==> config.mk <==
export PLATFORM = sky130hd
export DESIGN_NAME = present24_block_decrypt_unit
export DESIGN_NICKNAME = d
export VERILOG_FILES = /design/src/sv/p24bd_pkg.sv /design/src/sv/present24_block_decrypt_unit.sv /design/src/sv/p24bd_key_ram.sv /design/src/sv/p24bd_round.sv
export SDC_FILE = /design/constraint.sdc
export NUM_CORES = 1
export LEC_CHECK = 0
export BUFFER_PORTS_ARGS = -buffer_cell sky130_fd_sc_hd__buf_4
export CORE_MARGIN = 10
export CORE_UTILIZATION = 55
export CTS_BUF_LIST = sky130_fd_sc_hd__clkbuf_4 sky130_fd_sc_hd__clkbuf_8
export CTS_CLUSTER_DIAMETER = 30
export DETAILED_ROUTE_END_ITERATION = 6
export GPL_TIMING_DRIVEN = 0
export MAX_ROUTING_LAYER = met4
export PLACE_DENSITY = 0.72
export SYNTH_ARGS = -nofsm -noshare
export SYNTH_HDL_FRONTEND = slang
export SYNTH_SLANG_ARGS = --single-unit
==> constraint.sdc <==
create_clock -name clk -period 3.99 [get_ports clk]
set_input_delay 0.1995 -clock clk [delete_from_list [all_inputs] [get_ports clk]]
set_output_delay 0.1995 -clock clk [all_outputs]
set_load 0.01 [all_outputs]
==> src/sv/p24bd_pkg.sv <==
// Package for the 24-bit PRESENT-style block decryptor.
// Holds widths, codes, the sequencer state type and the round functions.
// Used by every module of the block; depends on nothing.
package p24bd_pkg;

  localparam int ROUNDS      = 10;
  localparam int KEY_COUNT   = ROUNDS + 1;
  localparam int KEY_AW      = $clog2(KEY_COUNT);
  localparam int BLOCK_W     = 24;
  localparam int NIBBLES     = BLOCK_W / 4;
  localparam int KEY_INDEX_W = 4;
  localparam int IN_FIELDS_W = KEY_INDEX_W + 2 * BLOCK_W;
  localparam int IN_TDATA_W  = ((IN_FIELDS_W + 7) / 8) * 8;
  localparam int OUT_TDATA_W = ((BLOCK_W + 7) / 8) * 8;

  localparam logic ACT_LOAD    = 1'b0;
  localparam logic ACT_DECRYPT = 1'b1;

  typedef enum logic [1:0] {
    ST_IDLE,
    ST_WHITEN,
    ST_ROUND,
    ST_DONE
  } state_t;

  typedef struct packed {
    logic                en;
    logic [KEY_AW-1:0]   addr;
    logic [BLOCK_W-1:0]  data;
  } key_wr_t;

  function automatic logic [3:0] inv_sbox(input logic [3:0] x);
    logic [3:0] y;
    case (x)
      4'h0: y = 4'h5;
      4'h1: y = 4'hE;
      4'h2: y = 4'hF;
      4'h3: y = 4'h8;
      4'h4: y = 4'hC;
      4'h5: y = 4'h1;
      4'h6: y = 4'h2;
      4'h7: y = 4'hD;
      4'h8: y = 4'hB;
      4'h9: y = 4'h4;
      4'hA: y = 4'h6;
      4'hB: y = 4'h3;
      4'hC: y = 4'h0;
      4'hD: y = 4'h7;
      4'hE: y = 4'h9;
      4'hF: y = 4'hA;
      default: y = 4'h0;
    endcase
    return y;
  endfunction

  // Bit i counted from the MSB moves to MSB-counted position 4*(i mod 6) + i/6.
  function automatic logic [BLOCK_W-1:0] inv_perm(input logic [BLOCK_W-1:0] s);
    logic [BLOCK_W-1:0] r;
    r = '0;
    for (int i = 0; i < BLOCK_W; i++) begin
      r[BLOCK_W-1-(4*(i%NIBBLES)+i/NIBBLES)] = s[BLOCK_W-1-i];
    end
    return r;
  endfunction

  function automatic logic [BLOCK_W-1:0] inv_sub(input logic [BLOCK_W-1:0] s);
    logic [BLOCK_W-1:0] r;
    for (int n = 0; n < NIBBLES; n++) begin
      r[4*n +: 4] = inv_sbox(s[4*n +: 4]);
    end
    return r;
  endfunction

endpackage

==> src/sv/present24_block_decrypt_unit.sv <==
// Top level of the 24-bit PRESENT-style block decryptor.
// Holds the sequencer, the output register and the instances of the key store and round unit.
// Depends on p24bd_pkg, p24bd_key_ram and p24bd_round.
//
// The input channel carries one word per item. A word with tuser low loads
// a round key: key_index selects the slot and key_value is stored. A load
// gives no output word, and an index above the last round is dropped. A
// word with tuser high decrypts cipher_block and gives one output word
// holding plain_block.
// A decrypt first XORs the last round key, then runs ten rounds through a
// single round unit, one round per cycle, reading one key per cycle from the
// key store. The output word appears in the same cycle that the sequencer
// returns to idle, where the next input word can be taken. Input tready is
// low while a decrypt is in progress. If the receiver stalls, the finished
// result waits in the output register; a further decrypt can run meanwhile
// and then waits in its last step until the output register is free.
// Reset clears the sequencer and the output valid. Round keys are not
// cleared and must all be loaded before the first decrypt.
module present24_block_decrypt_unit
  import p24bd_pkg::*;
(
  input  logic                   clk,
  input  logic                   rst,
  input  logic                   s_axis_tvalid,
  output logic                   s_axis_tready,
  // Fields from bit 0 up: key_index, key_value, cipher_block, zero pad.
  input  logic [IN_TDATA_W-1:0]  s_axis_tdata,
  // Fields from bit 0 up: action.
  input  logic                   s_axis_tuser,
  output logic                   m_axis_tvalid,
  input  logic                   m_axis_tready,
  // Fields from bit 0 up: plain_block.
  output logic [OUT_TDATA_W-1:0] m_axis_tdata
);

  logic [KEY_INDEX_W-1:0] key_index;
  logic [BLOCK_W-1:0]     key_value;
  logic [BLOCK_W-1:0]     cipher_block;

  state_t             fsm, fsm_next;
  logic [BLOCK_W-1:0] blk, blk_next;
  logic [KEY_AW-1:0]  rnd, rnd_next;
  logic [KEY_AW-1:0]  raddr;
  logic [BLOCK_W-1:0] key_rdata;
  logic [BLOCK_W-1:0] round_out;
  logic               load_out;
  logic               out_valid;
  logic [BLOCK_W-1:0] out_data;
  key_wr_t            key_wr;

  assign key_index    = s_axis_tdata[KEY_INDEX_W-1:0];
  assign key_value    = s_axis_tdata[KEY_INDEX_W +: BLOCK_W];
  assign cipher_block = s_axis_tdata[KEY_INDEX_W+BLOCK_W +: BLOCK_W];

  assign key_wr.en   = s_axis_tvalid && s_axis_tready && (s_axis_tuser == ACT_LOAD)
                       && (key_index <= KEY_INDEX_W'(ROUNDS));
  assign key_wr.addr = KEY_AW'(key_index);
  assign key_wr.data = key_value;

  p24bd_key_ram u_key_ram (
    .clk   (clk),
    .wr    (key_wr),
    .raddr (raddr),
    .rdata (key_rdata)
  );

  p24bd_round u_round (
    .blk    (blk),
    .key    (key_rdata),
    .result (round_out)
  );

  always_ff @(posedge clk) begin
    if (rst) begin
      fsm <= ST_IDLE;
    end else begin
      fsm <= fsm_next;
    end
  end

  always_ff @(posedge clk) begin
    blk <= blk_next;
    rnd <= rnd_next;
  end

  always_comb begin
    fsm_next      = fsm;
    blk_next      = blk;
    rnd_next      = rnd;
    raddr         = '0;
    s_axis_tready = 1'b0;
    load_out      = 1'b0;
    case (fsm)
      ST_IDLE: begin
        s_axis_tready = 1'b1;
        if (s_axis_tvalid && (s_axis_tuser == ACT_DECRYPT)) begin
          blk_next = cipher_block;
          rnd_next = KEY_AW'(ROUNDS - 1);
          raddr    = KEY_AW'(ROUNDS);
          fsm_next = ST_WHITEN;
        end
      end
      ST_WHITEN: begin
        blk_next = blk ^ key_rdata;
        raddr    = rnd;
        fsm_next = ST_ROUND;
      end
      ST_ROUND: begin
        blk_next = round_out;
        if (rnd == '0) begin
          fsm_next = ST_DONE;
        end else begin
          rnd_next = rnd - 1'b1;
          raddr    = rnd - 1'b1;
        end
      end
      ST_DONE: begin
        if (!out_valid || m_axis_tready) begin
          load_out = 1'b1;
          fsm_next = ST_IDLE;
        end
      end
      default: begin
        fsm_next = ST_IDLE;
      end
    endcase
  end

  always_ff @(posedge clk) begin
    if (rst) begin
      out_valid <= 1'b0;
    end else if (load_out) begin
      out_valid <= 1'b1;
    end else if (m_axis_tready) begin
      out_valid <= 1'b0;
    end
  end

  always_ff @(posedge clk) begin
    if (load_out) begin
      out_data <= blk;
    end
  end

  assign m_axis_tvalid = out_valid;
  assign m_axis_tdata  = OUT_TDATA_W'(out_data);

endmodule

==> src/sv/p24bd_key_ram.sv <==
// Round key store for the 24-bit block decryptor.
// One write port and one registered read port; contents are undefined until written.
// Depends on p24bd_pkg.
module p24bd_key_ram
  import p24bd_pkg::*;
(
  input  logic               clk,
  input  key_wr_t            wr,
  input  logic [KEY_AW-1:0]  raddr,
  output logic [BLOCK_W-1:0] rdata
);

  logic [BLOCK_W-1:0] mem [KEY_COUNT];

  always_ff @(posedge clk) begin
    if (wr.en) begin
      mem[wr.addr] <= wr.data;
    end
  end

  always_ff @(posedge clk) begin
    rdata <= mem[raddr];
  end

endmodule

==> src/sv/p24bd_round.sv <==
// Shared round unit of the 24-bit block decryptor.
// Inverse bit permutation, inverse S-box layer and round key addition.
// Depends on p24bd_pkg.
module p24bd_round
  import p24bd_pkg::*;
(
  input  logic [BLOCK_W-1:0] blk,
  input  logic [BLOCK_W-1:0] key,
  output logic [BLOCK_W-1:0] result
);

  assign result = inv_sub(inv_perm(blk)) ^ key;

endmodule
==> results of run 1 <==
critical path: stages (launching register included):
cell	delay, ns
dfxtp_1	0.38
inv_1	0.11
ha_1	0.37
clkbuf_1	0.49
buf_2	0.38
mux2i_1	0.13
o21ai_0	0.57
inv_1	0.22
ha_1	0.38
inv_1	0.10
a2111oi_0	0.40
a211oi_1	0.08
synthesized netlist by cell type, types with 4 or more instances:
library cell	instances	area, sq um
mux2i_1	60	601
inv_1	41	154
nand2b_1	8	50.1
nor3_1	8	40.0
clkbuf_1	34	128
xnor2_1	27	236
nor2b_1	8	50.1
a21oi_1	6	30.0
mux2_2	42	473
o22a_1	23	201
nor4_1	4	25.0
and2_1	6	37.5
dfxtp_1	51	1020
a211o_1	4	35.0
buf_4	4	30.0
o21ai_0	15	75.1
edfxtp_1	316	9490
nor2_1	38	143
nand2_1	121	454
ha_1	42	526
nand3_1	71	355
a31oi_1	29	181
a211oi_1	11	82.6
o221ai_1	48	420
a21o_1	6	45.0
o211ai_1	6	45.0
buf_2	17	85.1
report_power, final:
| group | switching, uW | internal (uW) |
|---|---|---|
| logic | 4430 | 2800 |
| registers | 289 | 4880 |
| clock network | 1630 | 2170 |
timing repair:
| item | CTS | global route |
|---|---|---|
| endpoints found under the setup margin | 1 | 6 |
| resized for setup | 1 | 4 |
| hold endpoints to repair | 285 | 0 |
| hold buffers | 44 | 0 |
stage by stage:
stage	total power [uW]	std cells	util, %	area [sq um]
final	16200	1735	67.1	18600
after detailed placement	12300	1562	60.2	16700
after CTS	16200	1733	67.1	18600
after floorplan	10200	1091	-	15400
after global placement	12100	1551	59.5	16500
after global routing	17100	1734	67.1	18600
worst min-delay path by stage:
stage	to	slack, ns	cells after the start
final	u_key_ram.mem[1][5]	0.03	2
after global routing	u_key_ram.mem[2][4]	0.03	2
after CTS	u_key_ram.mem[2][3]	0.01	2
after detailed placement	fsm[1]	0.39	2
after global placement	fsm[0]	0.39	2
after floorplan	fsm[1]	0.27	1
sequential cells by signal (all words and copies together) (netlist names), named ones only:
register,flops
blk,24
fsm,2
m_axis_tdata,24
m_axis_tvalid,1
rnd,4
u_key_ram.mem,264
u_key_ram.rdata,24
per-layer routing:
layer / up-vias / wire (microns) / track usage, %
li1: 4582 / - / -
met1: 4818 / 15000 / 25.6
met2: 455 / 18300 / 35.0
met3: 76 / 3200 / 4.70
met4: 0 / 784 / 7.66
met5: - / 0 / -
final cells by class:
type	count	share of cell area, %
Multi-Input combinational cell	625	24.5
Buffer	57	1.36
Tap cell	378	2.54
Clock buffer	91	6.13
Sequential cell	367	56.5
Timing Repair Buffer	137	6.36
Clock inverter	36	1.75
Antenna cell	2	0.0269
Inverter	42	0.848
kinds of logic (layout without fill, tap and decap cells):
logic type,after synthesis,after routing,synth area share (%)
AO/OA/AOI/OAI,176,176,8.90
XOR/XNOR,28,28,1.59
adder cells (fa/ha/maj),42,42,3.41
buffers and inverters,99,363,2.65
flip-flops,367,367,68.2
multiplexers,103,103,7.12
other,0,2,0
AND/OR/NAND/NOR,276,276,8.10
==> metrics.csv, run 1 <==
metric,value,unit
maximum vdd drop,396,uV
"commonest non-fill, non-tap cell in the layout",edfxtp_1,
"Hold Vio Cnt, Final",0,
max-slew violations,0,
clk sinks,367,
Final setup viols,0,
port bufs,82,
area of the multi-input gates,0.00455,sq mm
WS Path Type,reg -> reg,
clock buffer depth,3,
Site Rows,61,
Ports,87,
clk slew on worst S/H paths,0.06,ns
Worst setup EP type,flop,
synthesized area,0.0154,sq mm
vias,9931,
FMAX,267,MHz
dominant synthesized flop cell,edfxtp_1,
sequential element share of the synthesized area,68.2,%
leakage power,0.00674,uW
reg2reg start,fsm[0],
share of cells above drive strength 1,21.8,%
"Req. time, crit path",4.43,ns
crit-path max FO,10,
CTS tree,yes,
DR WL/cell,21.5,microns
part of the cycle the worst path needs,94.0,%
"FFs w/ async S/R, synth",0,%
antenna violations before repair,2,
drt drc,0,
number of synthesized register bits,367,
nets@finish,1405,
GR Overflow Total,0,
Setup TNS Final,0,ns
R2R cell count,11,
unrepaired setup endpoints after global routing,no,
CTS root buf,clkbuf_8,
die area,0.0351,sq mm
"Distinct cells, synth",57,
Area Growth Syn to Fin,20.7,%
final WL,37.3,mm
register area,0.0105,sq mm
worst setup margin,0.238,ns
Max Cap Viol,0,
chip height,187,microns
WP data arrival,4.20,ns
hold crit path type,in -> reg,
final hold slack,0.0321,ns
actual slew at the worst max-slew pin,1.01,ns
first-pass GRT wire length,57.1,mm
Hold Startpoint,s_axis_tdata[3],
HPWL after DPL,23.9,mm
largest net degree at the start of global routing,34,
Skew-Pair Late Insertion Delay,0.59,ns
Global Route Usage Sum,21.4,%
Starting DRT DRC Count,991,
most frequent cells in the layout,"edfxtp_1 (316), nand2_1 (121), buf_4 (88)",
Worst Clk Skew,0.0169,ns
DP Worst Slack,0.0762,ns
"Avg Cell Area, Syn",14.1,sq um
CTS Buf Count,72,
Final Critical Period,3.75,ns
syn nets,1194,
Final Wtd Congestion,0.848,
slew margin rel.,32.4,%
Syn Inst Count,1091,
PwrDens,871,mW/mm^2
Fillers,1910,
number of synthesized flops with an enable pin,316,
Initial Util,55.6,%
Syn. warnings,0,
remaining antenna violation count,0,
DR vias/cell,5.72,
vias in the first global route,10091,
"Setup Fix Bufs, Post-CTS",0,
H-tree depth,3,
r2r setup slk,0.24,ns
CP startpoint kind,flop,
core area,0.0277,sq mm
DR pass1 iterations,5,
DIE WIDTH,187,microns
run status,completed,
start point of the critical path,fsm[0],
(Power assumes the default switching activity.)
==> inputs of run 2 (changes only) <==
--- a/config.mk
+++ b/config.mk
@@ -6,14 +6,17 @@
 export NUM_CORES = 1
 export LEC_CHECK = 0
 export BUFFER_PORTS_ARGS = -buffer_cell sky130_fd_sc_hd__buf_4
+export CORE_ASPECT_RATIO = 1.75
 export CORE_MARGIN = 10
 export CORE_UTILIZATION = 55
 export CTS_BUF_LIST = sky130_fd_sc_hd__clkbuf_4 sky130_fd_sc_hd__clkbuf_8
 export CTS_CLUSTER_DIAMETER = 30
 export DETAILED_ROUTE_END_ITERATION = 6
 export GPL_TIMING_DRIVEN = 0
+export HOLD_SLACK_MARGIN = 0.03
 export MAX_ROUTING_LAYER = met4
 export PLACE_DENSITY = 0.72
+export SETUP_SLACK_MARGIN = 0.5
 export SYNTH_ARGS = -nofsm -noshare
 export SYNTH_HDL_FRONTEND = slang
 export SYNTH_SLANG_ARGS = --single-unit
==> metrics.csv, run 2 (synthesis results as in run 1) <==
metric,value,unit
Setup TNS Final,0,ns
Fillers,2083,
H-tree depth,2,
antenna violations before repair,2,
CP startpoint kind,flop,
CTS Buf Count,52,
part of the cycle the worst path needs,83.4,%
largest net degree at the start of global routing,34,
Site Rows,81,
Skew-Pair Late Insertion Delay,0.62,ns
reg2reg start,fsm[1],
CP Cell Sequence,inv_1 -> ha_1 -> a21boi_1 -> or2_1 -> buf_2 -> clkbuf_2 -> nand2_1 -> o21ai_1 -> inv_1 -> ha_1 -> inv_1 -> o21ai_0 -> o21ai_0 -> a211oi_1,
run status,completed,
chip height,241,microns
port bufs,82,
PwrDens,844,mW/mm^2
clock buffer depth,3,
"Hold Vio Cnt, Final",0,
Final Critical Period,3.33,ns
"commonest non-fill, non-tap cell in the layout",edfxtp_1,
Worst Clk Skew,0.0237,ns
hold crit path type,in -> reg,
max-slew violations,0,
unrepaired setup endpoints after global routing,yes,
Starting DRT DRC Count,799,
HPWL after DPL,25.9,mm
start point of the critical path,fsm[1],
"Req. time, crit path",4.47,ns
Worst setup EP type,flop,
remaining antenna violation count,0,
DR vias/cell,5.82,
first-pass GRT wire length,58.0,mm
GR Overflow Total,0,
actual slew at the worst max-slew pin,0.977,ns
Final setup viols,0,
slew margin rel.,34.7,%
WS Path Type,reg -> reg,
leakage power,0.00657,uW
Final Wtd Congestion,0.852,
core area,0.0278,sq mm
vias,9915,
DP Worst Slack,-0.0388,ns
Reg with most FFs,u_key_ram.mem,
CP max stage cell,a211oi_1,
Worst path most repeated cell,inv_1,
Power Total,15400,uW
clk sinks,367,
Global Route Usage Sum,21.9,%
"Setup Fix Bufs, Post-CTS",0,
DR WL/cell,22.5,microns
final WL,38.3,mm
Initial Util,55.5,%
share of cells above drive strength 1,20.7,%
drt drc,0,
worst setup margin,0.663,ns
nets@finish,1392,
crit-path max FO,10,
CTS tree,yes,
WP data arrival,3.81,ns
R2R cell count,14,
die area,0.0354,sq mm
Max Cap Viol,0,
vias in the first global route,10197,
slowest cell delay on critical path,0.38,ns
Area Growth Syn to Fin,18.8,%
number of flip-flops in the largest register,264,
DR pass1 iterations,5,
CTS root buf,clkbuf_8,
r2r setup slk,0.66,ns
maximum vdd drop,408,uV
clk slew on worst S/H paths,0.06,ns
Ports,87,
FMAX,301,MHz
DIE WIDTH,147,microns
most frequent cells in the layout,"edfxtp_1 (316), nand2_1 (121), buf_4 (88)",
[run 2: routing by layer]
layer | up-vias | part of all wire (%) | global-route usage (%)
met2 | 399 | 54 | 39.7
li1 | 4550 | - | -
met5 | - | 0 | -
met4 | 0 | 4.2 | 10.3
met1 | 4861 | 36 | 22.8
met3 | 105 | 5.7 | 3.74
[run 2: critical path: cells and delay by family (launching register included)]
family | cells | cell delay [ns]
buffers and inverters | 5 | 0.96
and+or+nand+nor | 2 | 0.22
AOI/OAI and AO/OA | 5 | 1.05
adders and majority gates | 2 | 0.63
DFF | 1 | 0.33
[run 2: layout make-up]
type	count	area [sq um]	area share (%)
sequential	367	10500	57.4
multi-input combinational	625	4600	25.1
timing repair buffer	144	1260	6.91
clock buffer	80	957	5.23
tap	373	467	2.55
buffer	57	268	1.46
inverter	42	158	0.862
clock inverter	13	72.6	0.397
antenna	2	5.00	0.0274
[run 2: power breakdown]
group / switching [uW] / total, uW / internal (uW)
combinational: 4500 / 7360 / 2850
sequential: 282 / 5160 / 4880
clock: 1380 / 2910 / 1530
total: 6170 / 15400 / 9260
[run 2: metrics by stage]
stage | hold slack [ns] | util [%] | area [sq um] | std cells
after detailed placement | 0.393 | 60.1 | 16700 | 1557
after floorplan | 0.272 | - | 15400 | 1091
after global placement | 0.382 | 59.4 | 16500 | 1546
after CTS | 0.0316 | 65.8 | 18300 | 1701
final | 0.0521 | 65.9 | 18300 | 1703
after global routing | 0.0775 | 65.9 | 18300 | 1703
[run 2: how the worst min path moves through the flow]
stage                     start            end  slack [ns]  cells after the start
2_1_floorplan               rst         fsm[1]        0.27                      1
3_3_place_gp                rst  m_axis_tvalid        0.38                      2
3_5_place_dp                rst         fsm[1]        0.39                      2
4_1_cts        s_axis_tdata[43]        blk[15]        0.03                      3
5_1_grt        s_axis_tdata[43]        blk[15]        0.08                      3
6_report       s_axis_tdata[43]        blk[15]        0.05                      3
[run 2: repair_timing]
action / 4_1_cts / 5_1_grt
hold endpoints to repair: 309 / 0
pin swaps: 0 / 0
gates resized for setup: 15 / 10
setup endpoints to repair: 24 / 10
cloned: 0 / 0
hold buffers: 51 / 0
